`config.mk`:
```
export PLATFORM = sky130hd
export DESIGN_NAME = tlse_ctrl
export DESIGN_NICKNAME = d
export VERILOG_FILES = /design/src/rtl/core/tlse_pkg.sv /design/src/rtl/core/tlse_ctrl.sv
export SDC_FILE = /design/constraint.sdc
export NUM_CORES = 1
export LEC_CHECK = 0
export BUFFER_PORTS_ARGS = -buffer_cell sky130_fd_sc_hd__buf_4
export CAP_MARGIN = 10
export CORE_UTILIZATION = 57
export CTS_BUF_LIST = sky130_fd_sc_hd__clkbuf_2
export DETAILED_ROUTE_END_ITERATION = 6
export PLACE_DENSITY = 0.95
export SYNTH_ARGS = -nofsm -noshare
export SYNTH_HDL_FRONTEND = slang
export SYNTH_SLANG_ARGS = --single-unit
```
`constraint.sdc`:
```
create_clock -name clk -period 5.27 [get_ports clk]
set_input_delay 0.7905 -clock clk [delete_from_list [all_inputs] [get_ports clk]]
set_output_delay 0.7905 -clock clk [all_outputs]
set_load 0.02 [all_outputs]
```
`src/rtl/core/tlse_pkg.sv`:
```
`timescale 1ns / 1ps
// tlse_pkg: widths, request and status codes, payload structs and the
// controller/datapath command and status structs for the stabilizer engine.
// No dependencies.
package tlse_pkg;

  // Lattice geometry
  localparam int MAX_SIDE    = 64;
  localparam int SIDE_W      = $clog2(MAX_SIDE + 1);
  localparam int COORD_W     = $clog2(MAX_SIDE);
  localparam int STORE_DEPTH = 2 * MAX_SIDE * MAX_SIDE;
  localparam int ADDR_W      = $clog2(STORE_DEPTH);
  localparam int SITE_W      = ADDR_W - 1;
  localparam int SQ_W        = $clog2(MAX_SIDE * MAX_SIDE + 1);
  localparam int DIV_W       = SITE_W;
  localparam int DCNT_W      = $clog2(COORD_W);
  localparam int FLIP_STEPS  = 4;
  localparam int STEP_W      = $clog2(FLIP_STEPS);

  // Payload field widths
  localparam int TYPE_W = 2;
  localparam int IDX_W  = 13;
  localparam int NODE_W = 12;

  localparam logic [SIDE_W-1:0] SIDE_MIN   = SIDE_W'(2);
  localparam logic [SIDE_W-1:0] SIDE_MAX   = SIDE_W'(MAX_SIDE);
  localparam logic [SIDE_W-1:0] SIDE_RESET = SIDE_W'(4);

  // Request codes
  localparam logic [TYPE_W-1:0] REQ_FLIP_VERTEX    = 2'd0;
  localparam logic [TYPE_W-1:0] REQ_FLIP_PLAQUETTE = 2'd1;
  localparam logic [TYPE_W-1:0] REQ_WRITE_SPIN     = 2'd2;
  localparam logic [TYPE_W-1:0] REQ_QUERY_SPIN     = 2'd3;

  // Status codes
  localparam logic STATUS_DONE  = 1'b0;
  localparam logic STATUS_RANGE = 1'b1;

  typedef struct packed {
    logic [TYPE_W-1:0] req_type;
    logic [IDX_W-1:0]  target_index;
    logic              spin_value;
  } in_item_t;

  typedef struct packed {
    logic              status;
    logic              spin_down;
    logic [NODE_W-1:0] vertex_first;
    logic [NODE_W-1:0] vertex_second;
    logic [NODE_W-1:0] plaquette_first;
    logic [NODE_W-1:0] plaquette_second;
  } out_item_t;

  // Controller to datapath
  typedef struct packed {
    logic load_item;
    logic div_start;
    logic load_neigh;
    logic clear;
    logic mem_rd;
    logic flip_wr;
    logic spin_wr;
    logic step_inc;
    logic load_out;
  } cmd_t;

  // Datapath to controller
  typedef struct packed {
    logic oor;
    logic is_flip;
    logic is_write;
    logic div_done;
    logic clr_last;
    logic step_last;
  } sts_t;

endpackage

```
`src/rtl/core/tlse_ctrl.sv`:
```
`timescale 1ns / 1ps
// tlse_ctrl: sequencer for the stabilizer engine and owner of the output
// valid flag. Depends on tlse_pkg.
module tlse_ctrl (
  input  logic           clk,
  input  logic           rst,
  input  logic           in_valid,
  output logic           in_stall,
  output logic           out_valid,
  input  logic           out_stall,
  output tlse_pkg::cmd_t cmd,
  input  tlse_pkg::sts_t sts
);

  typedef enum logic [9:0] {
    S_CLEAR   = 10'b00_0000_0001,
    S_IDLE    = 10'b00_0000_0010,
    S_CHECK   = 10'b00_0000_0100,
    S_DIV     = 10'b00_0000_1000,
    S_NEIGH   = 10'b00_0001_0000,
    S_FLIP_RD = 10'b00_0010_0000,
    S_FLIP_WR = 10'b00_0100_0000,
    S_SPIN_WR = 10'b00_1000_0000,
    S_SPIN_RD = 10'b01_0000_0000,
    S_DONE    = 10'b10_0000_0000
  } state_t;

  state_t state;
  state_t state_next;
  logic   out_valid_next;

  assign in_stall = (state != S_IDLE);

  // Next state and commands
  always_comb begin
    state_next = state;
    cmd        = '0;
    case (state)
      S_CLEAR: begin
        cmd.clear = 1'b1;
        if (sts.clr_last) begin
          state_next = S_IDLE;
        end
      end
      S_IDLE: begin
        if (in_valid) begin
          cmd.load_item = 1'b1;
          state_next    = S_CHECK;
        end
      end
      S_CHECK: begin
        if (sts.oor) begin
          state_next = S_DONE;
        end else begin
          cmd.div_start = 1'b1;
          state_next    = S_DIV;
        end
      end
      S_DIV: begin
        if (sts.div_done) begin
          state_next = S_NEIGH;
        end
      end
      S_NEIGH: begin
        cmd.load_neigh = 1'b1;
        if (sts.is_flip) begin
          state_next = S_FLIP_RD;
        end else if (sts.is_write) begin
          state_next = S_SPIN_WR;
        end else begin
          state_next = S_SPIN_RD;
        end
      end
      S_FLIP_RD: begin
        cmd.mem_rd = 1'b1;
        state_next = S_FLIP_WR;
      end
      S_FLIP_WR: begin
        cmd.flip_wr  = 1'b1;
        cmd.step_inc = 1'b1;
        state_next   = sts.step_last ? S_DONE : S_FLIP_RD;
      end
      S_SPIN_WR: begin
        cmd.spin_wr = 1'b1;
        state_next  = S_DONE;
      end
      S_SPIN_RD: begin
        cmd.mem_rd = 1'b1;
        state_next = S_DONE;
      end
      S_DONE: begin
        if (!out_valid || !out_stall) begin
          cmd.load_out = 1'b1;
          state_next   = S_IDLE;
        end
      end
      default: begin
        state_next = S_CLEAR;
      end
    endcase
  end

  // Hold the result until the receiver takes the transaction
  assign out_valid_next = cmd.load_out | (out_valid & out_stall);

  always_ff @(posedge clk) begin
    if (rst) begin
      state     <= S_CLEAR;
      out_valid <= 1'b0;
    end else begin
      state     <= state_next;
      out_valid <= out_valid_next;
    end
  end

`ifndef ASSERT_OFF
  a_no_overwrite: assert property (@(posedge clk) disable iff (rst)
    cmd.load_out |-> !(out_valid && out_stall))
    else $error("result register loaded while a stalled result waits");

  a_accept_to_check: assert property (@(posedge clk) disable iff (rst)
    (in_valid && !in_stall) |=> (state == S_CHECK))
    else $error("accepted transaction did not start a range check");

  a_done_waits: assert property (@(posedge clk) disable iff (rst)
    ((state == S_DONE) && out_valid && out_stall) |=> (state == S_DONE))
    else $error("finished result dropped while the output is stalled");
`endif

endmodule

```
Word-level counts from Yosys, hierarchy flattened --
Cells that the tools add are included.
Word-level totals: logic and storage cells 45, output and inout port bits 11, register bits after elaboration 11
Operators by class: bitwise gates (word level) 2, mux-type cells 20, eq/ne operators 15, reduce and logical (&&, ||, !) cells 6
Operator list (count):
- case mux 10 bit (9 select lines) | 1
- 2-to-1 mux 10 bit | 7
- 2-to-1 mux 1 bit | 11
- equality test 10 x 1 -> 1 bit, second input constant | 1
- equality test 10 bit, second input constant | 1
- equality test 10 x 2 -> 1 bit, second input constant | 1
- equality test 10 x 3 -> 1 bit, second input constant | 1
- equality test 10 x 4 -> 1 bit, second input constant | 1
- equality test 10 x 5 -> 1 bit, second input constant | 1
- equality test 10 x 6 -> 1 bit, second input constant | 1
- equality test 10 x 7 -> 1 bit, second input constant | 1
- equality test 10 x 8 -> 1 bit, second input constant | 1
- equality test 10 x 9 -> 1 bit, second input constant | 1
- inequality test 10 x 2 -> 1 bit, second input constant | 1
- 2-to-1 mux 9 bit | 1
- inequality test 2 bit, second input constant | 4
- AND reduction 4 bit | 1
- OR reduction 2 bit | 2
- logical NOT 1 bit | 2
- bitwise AND 1 bit | 1
- logical OR 1 bit | 1
- bitwise OR 1 bit | 1

Depth between registers and ports, before layout --
Gate-level depths: netlist (run 1).
depth after elaboration 5, mapped depth 6, mapped depth without buffers 5

Worst setup path before layout (run 1) --
Ideal clock, no wire load.
path kind register to output, start reg state[1], end out cmd[3] (netlist bit), required time 4.479 ns, cell stages (with the launch flop) 6, path buffers 2, arrival 2.061 ns, slack 2.419 ns, cell sequence dfxtp_1 > clkbuf_1 > nor4_2 > nand2_1 > nor4_1 > buf_4
RTL lines:
- from (decl) | line tlse_ctrl.sv:28 | state_t state;
- from (signal assigned) | line tlse_ctrl.sv:111 | state <= state_next;
- to (decl) | line tlse_ctrl.sv:11 | output tlse_pkg::cmd_t cmd,

==> implementation parameters, run 1 <==
Parameter                              Value

Run status
  Status    finished, violations left
  Violations in the final reports    DRC

Setup path
  Worst EP required    4480 ps
  FF-to-FF Start    state[3]$_SDFFE_PP0P_
  Top fanout value on the critical path    8
  Worst Path Class, Setup    flip-flop to output pin
  Slack of the worst reg-to-reg path    3290 ps
  Terminus of the critical flop-to-flop path    state[5]$_SDFFE_PP0P_
  Critical Path Source Type    flip-flop
  Start point of the critical path    state[6]$_SDFFE_PP0P_
  Data arrival at the endpoint of the critical path    2110 ps
  Critical path endpoint category    output pin
  Worst reg-to-reg path cell count    4

STA
  Shortest period the worst path allows    2900 ps
  Setup TNS Final    0 ps
  Final setup violation count    0
  Final-report max-slew violation count    0
  Unrepaired setup endpoints after global routing    false
  Worst Tran Pin Value    508 ps
  Fmax    345 MHz
  Tcrit/Tclk final    55.1%
  Worst Clk Skew    16.7 ps
  Max_slew headroom    65.8%
  Hold violation total from the final report    0

Clock tree
  Hold-fix buffer count after cts    0
  H-Tree Level Count    1
  CTS tree    yes
  Buffer cell driving the clock tree root    clkbuf_2
  Clock input transition at the sequential cells of the worst setup and hold paths    130 ps
  Clock insertion delay at the later pin of the skew report    280 ps
  Deepest clock path buffer count    2
  Post-CTS setup buffers    0
  Number of resized instances in the post-cts repair step    0
  TritonCTS buffer count    3
  Count of clock tree sinks    11

Logic synthesis
  Number of nets in the synthesized netlist    110
  Dominant cell by count in the synthesized netlist    dfxtp_1
  Average instance area after synthesis    7.92 um^2
  Yosys top cell by area    dfxtp_1
  Synth Flop Type    dfxtp_1
  Total standard cell area after synthesis    792 um^2
  Yosys warnings    0
  Flip-flop and latch count after synthesis    11
  Async set-or-reset flop fraction in the synthesized netlist    0%
  Area fraction of the dominant cell type after synthesis    27.8%
  Post-synth EDFFs    0
  Number of unique standard cell types used by synthesis    39
  Top cells by instance count after synthesis    11 x dfxtp_1, 7 x nor2_1, 6 x a21oi_1, 6 x inv_1, 6 x nor4_1
  Number of standard cells after synthesis    100
  Biggest area contributors in the synthesized netlist    dfxtp_1 28%, nor4_1 4.7%, a21oi_1 3.8%
  Sequential fraction of the synthesis area    27.8%

Cells and area
  Total non-filler cell area in the finished layout    933 um^2
  Ant. Diodes    0
  Register Area    220 um^2
  Ratio of cells with drive above 1 in the final layout    28.7%
  Total area of multi-input combinational cells    502 um^2
  Fin nets    126
  Filler Cell Count    114
  Cell Count, Final, Fillers Out    130
  Synth-to-Final Area Change    17.9%

Power
  Total leakage power    0.388 nW
  Overall power consumption    0.279 mW
  Total power per unit cell area    299 nW/um^2
  Worst vdd ir    168 uV

Global route
  Number of global-route vias before repair    692
  Global-route usage over all layers    26.4%
  Largest net degree at the start of global routing    13
  Overflow after GRT    0
  Number of antenna violations at the first check in global routing    0
  First-pass GRT wire length    2730 um

Floorplanning
  Number of top-level design ports    21
  Die extent in x    39.3 um
  Core box area    1300 um^2
  Cell Rows    13
  Initial standard-cell utilization of the core    60.9%
  Die outline height    39.3 um
  DIE AREA    1540 um^2

Hold path
  Worst min path class    flip-flop to flip-flop
  Origin of the worst min-delay path    out_valid$_SDFF_PP0_
  Min-Delay Path Depth    2
  Hold path endpoint    out_valid$_SDFF_PP0_

Placement
  PortBufs    20
  Placed Instances    126
  Routability cong.    0.838
  Post-placement cell area    913 um^2
  Half-perimeter wire length of the detailed placement result    1470 um

Routing
  Antenna Violating Nets Remaining    0
  Total vias in the final route    845
  Detailed Route Iter0 Violations    24
  Residual DRC count    2
  Detailed Route WL    1940 um
  Number of optimization iterations in the first detailed-route pass    6
  Per-cell routed wire length    14.9 um
  Number of vias per cell after detailed routing    6.50

Run
  Max-cap violations    0
-- cells by family after synthesis --
kind of cell	Yosys count	synth area share, %
flip-flops	11	27.8
multiplexers	1	1.26
AO/OA/AOI/OAI	15	12.0
AND/OR/NAND/NOR	54	45.7
buffers and inverters	15	8.85
XOR/XNOR	4	4.42
-- power breakdown --
part	internal, mW	total [mW]	leakage, nW	switching [mW]
clock network	0.0201	0.0529	0.0166	0.0328
logic	0.0556	0.113	0.282	0.0575
registers	0.0909	0.113	0.0891	0.0226
total	0.167	0.279	0.388	0.113
-- per-stage QoR --
step                hold WS, ps  setup WS [ps]  util, %
floorplan                   510           2420        -
global placement            514           2750     70.2
detailed placement          523           2700     70.2
CTS                         556           2380     71.7
global route                583           2310     71.7
finish                      558           2370     71.7
-- layer usage --
metal / vias to the layer above / track usage, % / wire (um)
met5: - / 0 / 0
met3: 9 / 5.68 / 102
met4: 0 / 14.7 / 54
li1: 406 / - / -
met1: 399 / 26.9 / 783
met2: 31 / 48.8 / 996
-- flip-flops by register name (all words and copies together) (netlist names) --
name / count
state: 10
out_valid: 1
-- placed cells by master, fill, tap and decap left out, types with 3 or more instances in the layout --
cell / count
buf_4: 20
dfxtp_1: 11
nor2_1: 7
nor4_1: 6
inv_1: 6
a21oi_1: 6
nor3_1: 5
nand2_1: 4
nand4_1: 4
clkbuf_2: 4
or4_1: 3
or3_1: 3
nor4b_1: 3
-- worst max-delay path by stage --
stage	endpoint	slack [ps]	depth (start not counted)
floorplan	cmd[3]	2420	5
CTS	cmd[8]	2380	4
finish	cmd[8]	2370	4
global placement	cmd[8]	2750	4
global route	cmd[8]	2310	4
detailed placement	cmd[8]	2700	4
-- cell type report --
class	count	share of cell area, %
Timing Repair Buffer	20	16.1
Clock buffer	4	2.14
Inverter	6	2.41
Multi-Input combinational cell	74	53.8
Tap cell	15	2.01
Sequential cell	11	23.6
-- critical path, stage by stage, from the launching register on --
cell	delay (ps)
dfxtp_1	400
or4_1	650
or4_4	530
nor2_1	100
buf_4	140
No activity file was read; power rests on OpenSTA's default activity.
==> run 2: changes to the inputs <==
CORE_UTILIZATION = 53   (was 57)
PLACE_DENSITY = 0.9   (was 0.95)
clock period = 3 ns   (was 5.27 ns; I/O delays follow)
==> implementation parameters, run 2 (synthesis results as in run 1) <==
Parameter                              Value

Setup path
  Slack of the worst reg-to-reg path    970 ps (was 3290 ps)
  Top fanout value on the critical path    9 (was 8)
  Highest-delay cell along the critical path    nor4_2 (was or4_1)
  Critical Path Source Type    flip-flop (unchanged)
  Data arrival at the endpoint of the critical path    2110 ps (about the same)
  Critical path endpoint category    output pin (unchanged)
  Cell-by-cell trace of the critical path    nor4_2, nand2_1, nor4_1, buf_4 (was or4_1, or4_4, nor2_1, buf_4)
  Maximum single-stage delay on the critical path    620 ps (was 650 ps)
  Worst EP required    2550 ps (was 4480 ps)
  Worst reg-to-reg path cell count    4 (unchanged)
  Terminus of the critical flop-to-flop path    state[6]$_SDFFE_PP0P_ (was state[5]$_SDFFE_PP0P_)
  Worst Path Class, Setup    flip-flop to output pin (unchanged)
  FF-to-FF Start    state[9]$_SDFFE_PP0P_ (was state[3]$_SDFFE_PP0P_)

STA
  Final-report max-slew violation count    0 (unchanged)
  Max_slew headroom    57.9% (was 65.8%)
  Tcrit/Tclk final    85.3%
  Worst Clk Skew    11.6 ps (was 16.7 ps)
  Worst hold slack after final layout    343 ps (was 558 ps)
  Fmax    391 MHz
  Hold violation total from the final report    0 (unchanged)
  Final setup violation count    0 (unchanged)
  Shortest period the worst path allows    2560 ps
  Worst Tran Pin Value    627 ps (was 508 ps)
  Setup TNS Final    0 ps (unchanged)
  Setup WS post-layout    442 ps (was 2370 ps)
  Unrepaired setup endpoints after global routing    false (unchanged)

Clock tree
  TritonCTS buffer count    3 (unchanged)
  Post-CTS setup buffers    0 (unchanged)
  CTS tree    yes (unchanged)
  H-Tree Level Count    1 (unchanged)
  Clock insertion delay at the later pin of the skew report    260 ps (was 280 ps)
  Count of clock tree sinks    11 (unchanged)
  Number of resized instances in the post-cts repair step    0 (unchanged)
  Buffer cell driving the clock tree root    clkbuf_2 (unchanged)
  Deepest clock path buffer count    2 (unchanged)
  Hold-fix buffer count after cts    0 (unchanged)
  Clock input transition at the sequential cells of the worst setup and hold paths    130 ps (about the same)

Cells and area
  Max FFs per register    10 (unchanged)
  Total non-filler cell area in the finished layout    933 um^2 (unchanged)
  Cell Count, Final, Fillers Out    130 (unchanged)
  Synth-to-Final Area Change    17.9% (unchanged)
  Layout Utilization    69.1% (was 71.7%)
  Fin nets    126 (unchanged)
  Register name with the most flops    state (unchanged)
  Highest-count cells in the layout ignoring fill and taps    20 x buf_4, 11 x dfxtp_1, 7 x nor2_1 (unchanged)
  Ratio of cells with drive above 1 in the final layout    28.7% (unchanged)
  Commonest non-fill, non-tap cell in the layout    buf_4 (unchanged)
  Ant. Diodes    0 (unchanged)
  Largest registers in the final layout    state (10), out_valid (1) (unchanged)

Floorplanning
  Cell Rows    13 (unchanged)
  Core box area    1350 um^2 (was 1300 um^2)
  Die outline height    40.7 um (was 39.3 um)
  DIE AREA    1650 um^2 (was 1540 um^2)
  Die extent in x    40.7 um (was 39.3 um)
  Initial standard-cell utilization of the core    58.7% (was 60.9%)
  Number of top-level design ports    21 (unchanged)

Routing
  Residual DRC count    0 (was 2)
  Detailed Route Iter0 Violations    34 (was 24)
  Total vias in the final route    865 (was 845)
  Detailed Route WL    2100 um (was 1940 um)
  Antenna Violating Nets Remaining    0 (unchanged)
  Number of optimization iterations in the first detailed-route pass    4 (was 6)
  Number of vias per cell after detailed routing    6.65 (was 6.50)
  Per-cell routed wire length    16.2 um (was 14.9 um)

Power
  Worst vdd ir    382 uV (was 168 uV)
  Total power per unit cell area    521 nW/um^2 (was 299 nW/um^2)
  Overall power consumption    0.486 mW (was 0.279 mW)
  Total leakage power    0.388 nW (unchanged)

Global route
  Number of global-route vias before repair    732 (was 692)
  Busiest layer in global routing    met2 (unchanged)
  Global-route usage over all layers    28.6% (was 26.4%)
  Met2 track demand over resource in global routing    50.0% (was 48.8%)
  Number of antenna violations at the first check in global routing    0 (unchanged)
  Largest net degree at the start of global routing    13 (unchanged)
  Met3 demand-to-capacity share in global routing    5.43% (was 5.68%)
  Overflow after GRT    0 (unchanged)
  Met1 usage    30.9% (was 26.9%)
  First-pass GRT wire length    3100 um (was 2730 um)

Placement
  Half-perimeter wire length of the detailed placement result    1570 um (was 1470 um)
  Post-placement cell area    913 um^2 (unchanged)
  Pre-CTS worst setup slack    771 ps (was 2700 ps)
  Routability cong.    0.838 (about the same)
  Placed Instances    126 (unchanged)
  PortBufs    20 (unchanged)

Run status
  Status    completed (was finished, violations left)

Hold path
  Hold path endpoint    state[8]$_SDFFE_PP0P_ (was out_valid$_SDFF_PP0_)
  Worst min path class    input port to flip-flop (was flip-flop to flip-flop)
  Origin of the worst min-delay path    sts[3] (was out_valid$_SDFF_PP0_)
  Min-Delay Path Depth    2 (unchanged)

Run
  Max-cap violations    0 (unchanged)
[run 2: cell counts in the layout (fill, tap and decap cells not counted)]
No cell type changed its count.
[run 2: area by class of cell]
type	count	area (um^2)
repair buffers	20	150
flip-flops and latches	11	220
fillers	114	417
multi-input cells	74	502
inverters	6	22.5
well taps	15	18.8
clock buffers	4	20.0
[run 2: worst max-delay path by stage]
stage | slack, ps | startpoint | cells past startpoint | end
after floorplan | 490 | state[1]$_SDFFE_PP0P_ | 5 | cmd[3]
after global placement | 830 | state[6]$_SDFFE_PP0P_ | 4 | cmd[8]
after detailed placement | 770 | state[6]$_SDFFE_PP0P_ | 4 | cmd[8]
after CTS | 480 | state[6]$_SDFFE_PP0P_ | 4 | cmd[8]
after global routing | 340 | state[3]$_SDFFE_PP0P_ | 4 | cmd[3]
final | 440 | state[3]$_SDFFE_PP0P_ | 4 | cmd[3]
[run 2: routing by layer]
layer  share of wire [%]  vias up
li1                    -      412
met1                  39      382
met2                  47       53
met3                 8.2       18
met4                 5.8        0
met5                   0        -
[run 2: critical path, delay by kind of cell, from the launching register on]
kind	cells	cell delay, ps
flops	1	410
buf+inv	1	220
simple gates	3	1220
[run 2: power breakdown]
part / internal (mW) / switching [mW]
Combinational: 0.0976 / 0.100
Clock: 0.0354 / 0.0533
Sequential: 0.160 / 0.0399
